### config.mk
export PLATFORM = sky130hd
export DESIGN_NAME = fractional_period_sample_scheduler
export DESIGN_NICKNAME = d
export VERILOG_FILES = /design/src/rtl/fpss_pkg.sv /design/src/rtl/fpss_step.sv /design/src/rtl/fractional_period_sample_scheduler.sv
export SDC_FILE = /design/constraint.sdc
export NUM_CORES = 1
export LEC_CHECK = 0
export BUFFER_PORTS_ARGS = -buffer_cell sky130_fd_sc_hd__buf_4
export CAP_MARGIN = 20
export CORE_ASPECT_RATIO = 1.5
export CORE_UTILIZATION = 54
export CTS_CLUSTER_DIAMETER = 80
export CTS_CLUSTER_SIZE = 8
export DETAILED_ROUTE_END_ITERATION = 10
export PLACE_DENSITY = 0.83
export SYNTH_ARGS = -nofsm -noshare
export SYNTH_HDL_FRONTEND = slang
export SYNTH_SLANG_ARGS = --single-unit
### constraint.sdc
create_clock -name clk -period 14.1 [get_ports clk]
set_input_delay 0.705 -clock clk [delete_from_list [all_inputs] [get_ports clk]]
set_output_delay 0.705 -clock clk [all_outputs]
set_load 0.005 [all_outputs]
### src/rtl/fpss_pkg.sv
// ----------------------------------------------------------------------------
// fpss_pkg
// Types and constants shared by the sample scheduler modules.
// ----------------------------------------------------------------------------
package fpss_pkg;

  localparam int unsigned TimeW = 32;
  localparam int unsigned CfgW  = 20;
  localparam int unsigned AccW  = 20;

  // Register indexes (word address bits [3:2])
  typedef logic [1:0] reg_idx_t;
  localparam reg_idx_t RegBasePeriod = 2'd0;
  localparam reg_idx_t RegPeriodRem  = 2'd1;
  localparam reg_idx_t RegRateHz     = 2'd2;

  localparam logic [CfgW-1:0] BasePeriodReset = 20'd1250;
  localparam logic [CfgW-1:0] PeriodRemReset  = 20'd0;
  localparam logic [CfgW-1:0] RateHzReset     = 20'd800;

  typedef struct packed {
    logic [CfgW-1:0] base_period_us;
    logic [CfgW-1:0] period_remainder;
    logic [CfgW-1:0] rate_hz;
  } cfg_t;

  typedef struct packed {
    logic [TimeW-1:0] next_deadline;
    logic [AccW-1:0]  remainder_acc;
    logic [TimeW-1:0] previous_fire_time;
    logic             first_fire_pending;
    logic             deadline_loaded;
    logic [TimeW-1:0] missed_count;
  } sched_state_t;

  localparam sched_state_t StateReset = '{
    next_deadline:      '0,
    remainder_acc:      '0,
    previous_fire_time: '0,
    first_fire_pending: 1'b1,
    deadline_loaded:    1'b0,
    missed_count:       '0
  };

  typedef struct packed {
    logic             fired;
    logic [TimeW-1:0] late_by_us;
    logic [TimeW-1:0] fire_interval_us;
    logic             reanchored;
    logic [TimeW-1:0] missed_total;
  } result_t;

endpackage

### src/rtl/fpss_step.sv
// ----------------------------------------------------------------------------
// fpss_step
// One scheduler decision: fire test, miss handling, deadline advance.
// ----------------------------------------------------------------------------
module fpss_step (
  input  logic [fpss_pkg::TimeW-1:0] now_us,
  input  fpss_pkg::cfg_t             cfg,
  input  fpss_pkg::sched_state_t     state,
  output fpss_pkg::sched_state_t     state_next,
  output fpss_pkg::result_t          result
);

  logic [fpss_pkg::TimeW-1:0] deadline;
  logic [fpss_pkg::TimeW-1:0] late;
  logic                       fire;
  logic [fpss_pkg::CfgW:0]    late_limit;
  logic                       miss;
  logic [fpss_pkg::TimeW-1:0] anchor;
  logic [fpss_pkg::AccW-1:0]  acc_base;
  logic [fpss_pkg::AccW:0]    sum;
  logic                       carry;
  logic [fpss_pkg::AccW:0]    sum_adj;
  logic [fpss_pkg::TimeW-1:0] advanced;

  always_comb begin
    // The first item loads the deadline with its own time.
    deadline   = state.deadline_loaded ? state.next_deadline : now_us;
    late       = now_us - deadline;
    fire       = ~late[fpss_pkg::TimeW-1];
    late_limit = {1'b0, cfg.base_period_us} + {{fpss_pkg::CfgW{1'b0}}, 1'b1};
    miss       = fire &&
                 (late >= {{(fpss_pkg::TimeW-fpss_pkg::CfgW-1){1'b0}}, late_limit});

    // Re-anchor to now and drop the remainder on a missed deadline.
    anchor   = miss ? now_us : deadline;
    acc_base = miss ? '0 : state.remainder_acc;
    sum      = {1'b0, acc_base} + {1'b0, cfg.period_remainder};
    carry    = (sum >= {1'b0, cfg.rate_hz});
    sum_adj  = carry ? (sum - {1'b0, cfg.rate_hz}) : sum;
    advanced = anchor
             + {{(fpss_pkg::TimeW-fpss_pkg::CfgW){1'b0}}, cfg.base_period_us}
             + {{(fpss_pkg::TimeW-1){1'b0}}, carry};

    state_next                 = state;
    state_next.deadline_loaded = 1'b1;
    state_next.next_deadline   = deadline;
    if (fire) begin
      state_next.next_deadline      = advanced;
      state_next.remainder_acc      = sum_adj[fpss_pkg::AccW-1:0];
      state_next.previous_fire_time = now_us;
      state_next.first_fire_pending = 1'b0;
      state_next.missed_count       = state.missed_count
                                    + {{(fpss_pkg::TimeW-1){1'b0}}, miss};
    end

    result.fired            = fire;
    result.late_by_us       = fire ? late : '0;
    result.fire_interval_us = (fire && !state.first_fire_pending)
                            ? (now_us - state.previous_fire_time) : '0;
    result.reanchored       = miss;
    result.missed_total     = state_next.missed_count;
  end

endmodule

### src/rtl/fractional_period_sample_scheduler.sv
// ----------------------------------------------------------------------------
// fractional_period_sample_scheduler
// Decides per microsecond timestamp whether a sample is due, with a
// fractional period built from a whole part and a remainder accumulator.
// ----------------------------------------------------------------------------
//
//   channel   direction  handshake                      payload
//   now       in         now_valid / now_stall          now_us
//   result    out        result_valid / result_stall    fired, late_by_us,
//                                                       fire_interval_us,
//                                                       reanchored, missed_total
//   config    in         APB (psel, penable, pready)    paddr, pwdata, prdata
//
// One item per cycle sustained while the result is not stalled; each item passes the input
// register, then the result register, with the step logic between them: one subtract,
// one compare and one three-input add on the deadline.
// Synchronous active-high rst clears both pipeline valids, the scheduler
// state and loads the register defaults. A stalled result holds in the result
// register; the input register still advances into it when it is empty.
//
module fractional_period_sample_scheduler (
  input  logic        clk,
  input  logic        rst,

  // timestamp channel
  input  logic        now_valid,
  output logic        now_stall,
  input  logic [31:0] now_us,

  // result channel
  output logic        result_valid,
  input  logic        result_stall,
  output logic        fired,
  output logic [31:0] late_by_us,
  output logic [31:0] fire_interval_us,
  output logic        reanchored,
  output logic [31:0] missed_total,

  // register port
  input  logic        psel,
  input  logic        penable,
  input  logic        pwrite,
  input  logic [3:0]  paddr,
  input  logic [31:0] pwdata,
  output logic [31:0] prdata,
  output logic        pready
);

  // --------------------------------------------------------------------------
  // Configuration registers
  // --------------------------------------------------------------------------
  fpss_pkg::cfg_t     cfg;
  fpss_pkg::reg_idx_t reg_idx;
  logic               cfg_write;

  assign pready    = 1'b1;
  assign reg_idx   = paddr[3:2];
  assign cfg_write = psel && penable && pwrite && pready;

  always_ff @(posedge clk) begin
    if (rst) begin
      cfg.base_period_us   <= fpss_pkg::BasePeriodReset;
      cfg.period_remainder <= fpss_pkg::PeriodRemReset;
      cfg.rate_hz          <= fpss_pkg::RateHzReset;
    end else if (cfg_write) begin
      // keep the low 20 bits; writes past the last register are dropped
      unique case (reg_idx)
        fpss_pkg::RegBasePeriod: cfg.base_period_us   <= pwdata[fpss_pkg::CfgW-1:0];
        fpss_pkg::RegPeriodRem:  cfg.period_remainder <= pwdata[fpss_pkg::CfgW-1:0];
        fpss_pkg::RegRateHz:     cfg.rate_hz          <= pwdata[fpss_pkg::CfgW-1:0];
        default: ;
      endcase
    end
  end

  always_comb begin
    unique case (reg_idx)
      fpss_pkg::RegBasePeriod: prdata = {12'd0, cfg.base_period_us};
      fpss_pkg::RegPeriodRem:  prdata = {12'd0, cfg.period_remainder};
      fpss_pkg::RegRateHz:     prdata = {12'd0, cfg.rate_hz};
      default:                 prdata = '0;
    endcase
  end

  // --------------------------------------------------------------------------
  // Pipeline control
  // --------------------------------------------------------------------------
  logic        in_valid;     // input register holds an item
  logic [31:0] in_now;
  logic        out_free;     // result register can load this cycle
  logic        advance;      // input item moves into the result register

  assign out_free  = !result_valid || !result_stall;
  assign advance   = in_valid && out_free;
  // Take a new item whenever the input register empties or is already empty.
  assign now_stall = in_valid && !out_free;

  always_ff @(posedge clk) begin
    if (rst) begin
      in_valid <= 1'b0;
    end else if (!now_stall) begin
      in_valid <= now_valid;
    end
  end

  always_ff @(posedge clk) begin
    if (now_valid && !now_stall) begin
      in_now <= now_us;
    end
  end

  // --------------------------------------------------------------------------
  // Scheduler state and step logic
  // --------------------------------------------------------------------------
  fpss_pkg::sched_state_t state;
  fpss_pkg::sched_state_t state_next;
  fpss_pkg::result_t      step_result;
  fpss_pkg::result_t      result;

  fpss_step u_step (
    .now_us     (in_now),
    .cfg        (cfg),
    .state      (state),
    .state_next (state_next),
    .result     (step_result)
  );

  // Commit the state as the item leaves, so the next item sees it at once.
  always_ff @(posedge clk) begin
    if (rst) begin
      state <= fpss_pkg::StateReset;
    end else if (advance) begin
      state <= state_next;
    end
  end

  // --------------------------------------------------------------------------
  // Result register
  // --------------------------------------------------------------------------
  always_ff @(posedge clk) begin
    if (rst) begin
      result_valid <= 1'b0;
    end else if (out_free) begin
      result_valid <= in_valid;
    end
  end

  always_ff @(posedge clk) begin
    if (advance) begin
      result <= step_result;
    end
  end

  assign fired            = result.fired;
  assign late_by_us       = result.late_by_us;
  assign fire_interval_us = result.fire_interval_us;
  assign reanchored       = result.reanchored;
  assign missed_total     = result.missed_total;

endmodule

==> results of run 1 <==
sequential cells by signal, indices dropped and copies added (netlist names):
signal and flops:
state 118, in_valid 1, fired 1, result_valid 1
late_by_us 31, in_now 32, fire_interval_us 32, cfg 60
reanchored 1, missed_total 32
final timing paths:
path               from          to  slack, ns  cells after the start
max           state[32]  state[106]       0.87                     60
min          now_us[31]  in_now[31]       0.32                      1
max reg2reg   state[32]  state[106]       0.87                     60
min reg2reg  state[103]  state[103]       0.45                      2
per-layer routing:
| metal | up-vias | part of all wire |
|---|---|---|
| met4 | 0 | 0.047 |
| met1 | 8441 | 0.37 |
| met2 | 682 | 0.52 |
| li1 | 8575 | - |
| met3 | 188 | 0.064 |
| met5 | - | 0 |
repair_timing:
item	CTS	global route
setup buffers	0	0
setup endpoints to repair	0	6
resized for setup	0	4
area by class of cell:
cell class	instances	area, um^2
Tap cell	478	598.1
Clock buffer	71	1202
Timing Repair Buffer	243	1844
Multi-Input combinational cell	1815	11650
Fill cell	2948	12940
Clock inverter	4	50.05
Sequential cell	309	7481
Inverter	106	400.4
power groups by stage:
stage	Clock [mW]	Combinational [mW]	Sequential [mW]
finish	0.981	0.711	1.02
global route	1.02	0.774	1.02
CTS	0.991	0.700	1.02
detailed placement	0	0.695	1.03
global placement	0	0.672	1.03
floorplan	0	0.491	1.03
cell usage in the layout (no fill, tap or decap), drive strengths merged, types with 48 or more instances in the layout:
cell type  synthesis  layout
nand2            336     336
buf               35     243
nor2             224     224
a21oi            207     207
dfxtp            180     180
ha               145     145
edfxtp           129     129
inv              106     108
o21ai             98      98
xnor2             92      92
xor2              86      86
clkbuf            81      71
nor3              68      68
a21o              52      52
nand3             48      48
per-stage QoR:
step	hold WS, ns	cells	cell area (um^2)	setup WS (ns)
after floorplan	0.4176	2346	19990	0.1284
after global placement	0.4267	2950	21940	1.206
after detailed placement	0.4442	2950	21940	0.8617
after CTS	0.3151	3025	23190	0.7571
after global routing	0.3126	3026	23220	0.02697
final	0.3241	3026	23220	0.8693
critical path, delay by kind of cell (launching register included):
family	cells	cell delay [ns]
AO/OA/AOI/OAI	39	7.93
multiplexers	1	0.40
adder cells (fa/ha/maj)	6	1.93
XOR/XNOR	2	0.41
buffers and inverters	6	0.96
flip-flops	1	0.51
AND/OR/NAND/NOR	6	1.00
kinds of logic (layout without fill, tap and decap cells):
| kind of cell | Yosys count | count (layout) | synth area share |
|---|---|---|---|
| fa+ha+maj | 151 | 151 | 0.09701 |
| compound gates | 529 | 529 | 0.1672 |
| buf+inv | 222 | 424 | 0.04555 |
| simple gates | 876 | 876 | 0.2007 |
| other cells | 2 | 14 | 0.0003766 |
| mux | 67 | 67 | 0.03602 |
| flops | 309 | 309 | 0.3750 |
| xor+xnor | 178 | 178 | 0.07818 |
==> flow_summary.json, run 1 <==
{
  "crit_arrival_ns": 13.71,
  "layout-drive-gt1-share": 0.1366,
  "setup_viol": 0,
  "relSlewSlack": 0.2460,
  "ioPinCount": 208,
  "internal_power_mw": 1.856,
  "cts_sinks": 309,
  "cp.required_ns": 14.58,
  "std_cell_rows": 85,
  "switching_power_uw": 854.0,
  "cts-buffers-inserted": 44,
  "layout_min_cycle_time_ns": 13.23,
  "slowest_stage": "o41a_2",
  "fp.dieH_um": 237.4,
  "synth_top_area_frac": 0.1943,
  "wl_per_cell_um": 18.13,
  "ctsHtreeMaxLevel": 2,
  "power_mw": 2.710,
  "cp-start-kind": "flop",
  "start_util": 0.5515,
  "synthTopCellsByArea": "edfxtp_1 (19%), dfxtp_1 (18%), ha_1 (9.1%)",
  "yosysMostFrequentCell": "nand2_1",
  "cts.hold.buffers_added": 0,
  "seq_area_frac_synth": 0.3750,
  "switching_share": 0.3151,
  "met2_usage": 0.5319,
  "synthToLayoutAreaGrowth_pct": 16.46,
  "report.final.slew_viol_count": 0,
  "fin_nets": 2745,
  "setup_tns_ns": 0,
  "power_frac_clock": 0.362,
  "irDropWorstVdd_v": 0.00007544,
  "vias": 17890,
  "max_freq_ghz": 0.07558,
  "ys_seq_elements": 309,
  "cts_buffer_depth": 3,
  "ys_types": 78,
  "ys_warn_count": 0,
  "max_stage_delay_ns": 0.56,
  "comb_power_share": 0.262,
  "finish.utilization": 0.6422,
  "routed_wl_um": 54860,
  "synth_edf_count": 129,
  "dr.pass1.iters": 5,
  "coreArea_mm2": 0.03616,
  "max_cap_viol_count": 0,
  "async_flop_share": 0,
  "grt_pass1_wl_um": 87090,
  "p_seq_frac": 0.376,
  "top_usage_layer": "met2",
  "path_max_fanout": 16,
  "hpwl_um": 39170,
  "routabilityCongestion": 0.9280,
  "p_leak_nw": 9.353,
  "avgSynthCellArea_um2": 8.543,
  "finalClockSkew_ns": 0.02659,
  "rsz0062_at_grt": "no",
  "vias_per_cell": 5.911,
  "hold_path_class": "in2reg",
  "synth_top_cell_by_area": "edfxtp_1",
  "path_class": "reg2reg",
  "drt_iter0_drc": 1309,
  "drc": 0,
  "met1_usage": 0.3109,
  "cts_tree": "built",
  "p_per_area_mw_per_mm2": 116.7,
  "antennaDiodeCount": 0,
  "clkLatencyLatePin_ns": 0.56,
  "synth_ff_type": "dfxtp_1",
  "hold_violations": 0,
  "met3_usage": 0.03909,
  "cp-end-kind": "flop",
  "die_w_um": 158.9,
  "antenna_found_initial": 0,
  "path_clk_slew_ns": 0.05,
  "clock-root-buffer": "clkbuf_16",
  "io_buffers": 179,
  "grt_pass1_vias": 17790,
  "syn-cell-area_mm2": 0.01994,
  "outcome": "finished, final reports clean",
  "fin_crit_sh": 0.9383,
  "crit_top_cell": "a21oi_1",
  "yosys-top-cells-count": "nand2_1 (334), nor2_1 (224), a21oi_1 (206), dfxtp_1 (180), ha_1 (145)",
  "grt_use_total": 0.2844,
  "worst_pin_slew_ns": 1.130,
  "ant_nets": 0,
  "grt_overflow": 0,
  "dieArea_mm2": 0.03771,
  "syn_inst": 2334,
  "grt_start_max_net_pins": 89
}
Power figures use the tool's default switching activity.
==> inputs of run 2 (changes only) <==
--- a/config.mk
+++ b/config.mk
@@ -8,11 +8,12 @@
 export BUFFER_PORTS_ARGS = -buffer_cell sky130_fd_sc_hd__buf_4
 export CAP_MARGIN = 20
 export CORE_ASPECT_RATIO = 1.5
-export CORE_UTILIZATION = 54
+export CORE_UTILIZATION = 45
 export CTS_CLUSTER_DIAMETER = 80
 export CTS_CLUSTER_SIZE = 8
 export DETAILED_ROUTE_END_ITERATION = 10
-export PLACE_DENSITY = 0.83
+export PLACE_DENSITY = 0.72
 export SYNTH_ARGS = -nofsm -noshare
 export SYNTH_HDL_FRONTEND = slang
 export SYNTH_SLANG_ARGS = --single-unit
+export TNS_END_PERCENT = 5
==> run 2 against run 1 <==
Compared with the run above: via count shrank 1.4%; cell count grew 3.2%; die area increased by 20%; sequential share of layout area down 0.19 points; sequential power about the same; first-iteration DRC count down 7.0%; largest cell class unchanged; highest routed layer unchanged.
==> flow_summary.json, run 2 (synthesized netlist as in run 1, its figures left out) <==
{
  "rrSetupSlack_ns": 0.80,
  "p_seq_frac": 0.375,
  "std_cell_rows": 94,
  "fin_nets": 2746,
  "cts-buffers-inserted": 44,
  "path_class": "reg2reg",
  "clock-root-buffer": "clkbuf_16",
  "synthToLayoutAreaGrowth_pct": 17.17,
  "holdWs_ns": 0.3239,
  "crit_arrival_ns": 13.76,
  "met3_usage": 0.02836,
  "drc": 0,
  "vias": 17630,
  "finalClockSkew_ns": 0.01797,
  "top_usage_layer": "met2",
  "report.final.slew_viol_count": 0,
  "hold_violations": 0,
  "switching_power_uw": 845.5,
  "io_buffers": 179,
  "setup_viol": 0,
  "met2_usage": 0.4396,
  "largest_register_ffs": 118,
  "ctsHtreeMaxLevel": 2,
  "cp-start-kind": "flop",
  "grt_pass1_vias": 17210,
  "met1_usage": 0.2712,
  "clkLatencyLatePin_ns": 0.56,
  "crit_top_cell": "a21oi_1",
  "hold_path_class": "in2reg",
  "rsz0062_at_grt": "no",
  "grt_pass1_wl_um": 86660,
  "switching_share": 0.3111,
  "post-place-ws_ns": 0.6647,
  "path_max_fanout": 15,
  "wl_per_cell_um": 17.73,
  "antenna_found_initial": 0,
  "setup_tns_ns": 0,
  "hpwl_um": 40380,
  "grt_start_max_net_pins": 102,
  "fin_crit_sh": 0.9434,
  "antennaDiodeCount": 0,
  "fillers": 4007,
  "grt_overflow": 0,
  "internal_power_mw": 1.872,
  "ioPinCount": 208,
  "seqCellArea_mm2": 0.007481,
  "comb_power_share": 0.259,
  "start_util": 0.4558,
  "slowest_stage": "o41a_2",
  "cts_tree": "built",
  "vias_per_cell": 5.644,
  "layout_min_cycle_time_ns": 13.30,
  "die_w_um": 173.9,
  "fp.dieH_um": 259.8,
  "dp.cells": 3050,
  "dieArea_mm2": 0.04518,
  "max_cap_viol_count": 0,
  "setup_slack_ns": 0.7983,
  "dr.pass1.iters": 5,
  "p_leak_nw": 9.361,
  "cp.required_ns": 14.56,
  "worst_pin_slew_ns": 1.106,
  "irDropWorstVdd_v": 0.00007870,
  "final_cell_mix": "nand2_1 (333), buf_4 (243), nor2_1 (223)",
  "largest_register": "state",
  "cts_buffer_depth": 3,
  "coreArea_mm2": 0.04375,
  "multi_input_area_mm2": 0.01165,
  "layout_commonest_cell": "nand2_1",
  "power_frac_clock": 0.366,
  "outcome": "finished, final reports clean",
  "cts_sinks": 309,
  "drt_iter0_drc": 1218,
  "reg_top3": "state: 118 flops, cfg: 60 flops",
  "relSlewSlack": 0.2630,
  "max_stage_delay_ns": 0.58,
  "grt_use_total": 0.2381,
  "ant_nets": 0,
  "p_per_area_mw_per_mm2": 116.3,
  "cp-end-kind": "flop",
  "layout-drive-gt1-share": 0.1370,
  "power_mw": 2.718,
  "routed_wl_um": 55400,
  "routabilityCongestion": 0.9541,
  "max_freq_ghz": 0.07518,
  "path_clk_slew_ns": 0.05,
  "layoutNonFillerInstCount": 3124
}
-- run 2: path summary, 6_finish.rpt --
kind,startpoint,to,depth (start not counted)
setup reg to reg,state[32],state[114],60
hold reg to reg,state[33],state[33],1
setup / recovery,state[32],state[114],60
hold / removal,now_us[28],in_now[28],1
-- run 2: per-layer routing --
layer  wire length [um]  up-vias
li1                   -     8581
met1              22110     8293
met2              28090      597
met3               2818      161
met4               2373        0
met5                  0        -
-- run 2: power groups by stage --
stage / sequential (mW) / clock, mW / combinational, mW
final: 1.02 / 0.994 / 0.705
after global routing: 1.02 / 1.04 / 0.774
after CTS: 1.02 / 1.01 / 0.700
after detailed placement: 1.04 / 0 / 0.697
after global placement: 1.03 / 0 / 0.680
after floorplan: 1.03 / 0 / 0.491
-- run 2: critical path: cells and delay by family, from the launching register on --
kind,cells,cell delay [ns]
compound gates,34,7.33
fa+ha+maj,6,1.96
simple gates,9,1.23
buf+inv,7,1.16
xor+xnor,3,0.60
flops,1,0.51
mux,1,0.40
-- run 2: final cells by class --
class	count	area share
timing repair buffer	244	0.07856
multi-input combinational	1815	0.4985
tap	576	0.03085
inverter	106	0.01724
sequential	309	0.3202
clock buffer	72	0.05296
clock inverter	2	0.001714
-- run 2: per-stage QoR --
step | cell area [um^2] | util
2_1_floorplan | 19990 | -
3_3_place_gp | 22080 | 0.5046
3_5_place_dp | 22080 | 0.5046
4_1_cts | 23350 | 0.5338
5_1_grt | 23360 | 0.5340
6_report | 23360 | 0.5340
-- run 2: timing repair --
action	in CTS	in global routing
setup endpoints to repair	0	6
hold buffers	0	0
gates resized for setup	0	6
buffers inserted	0	0
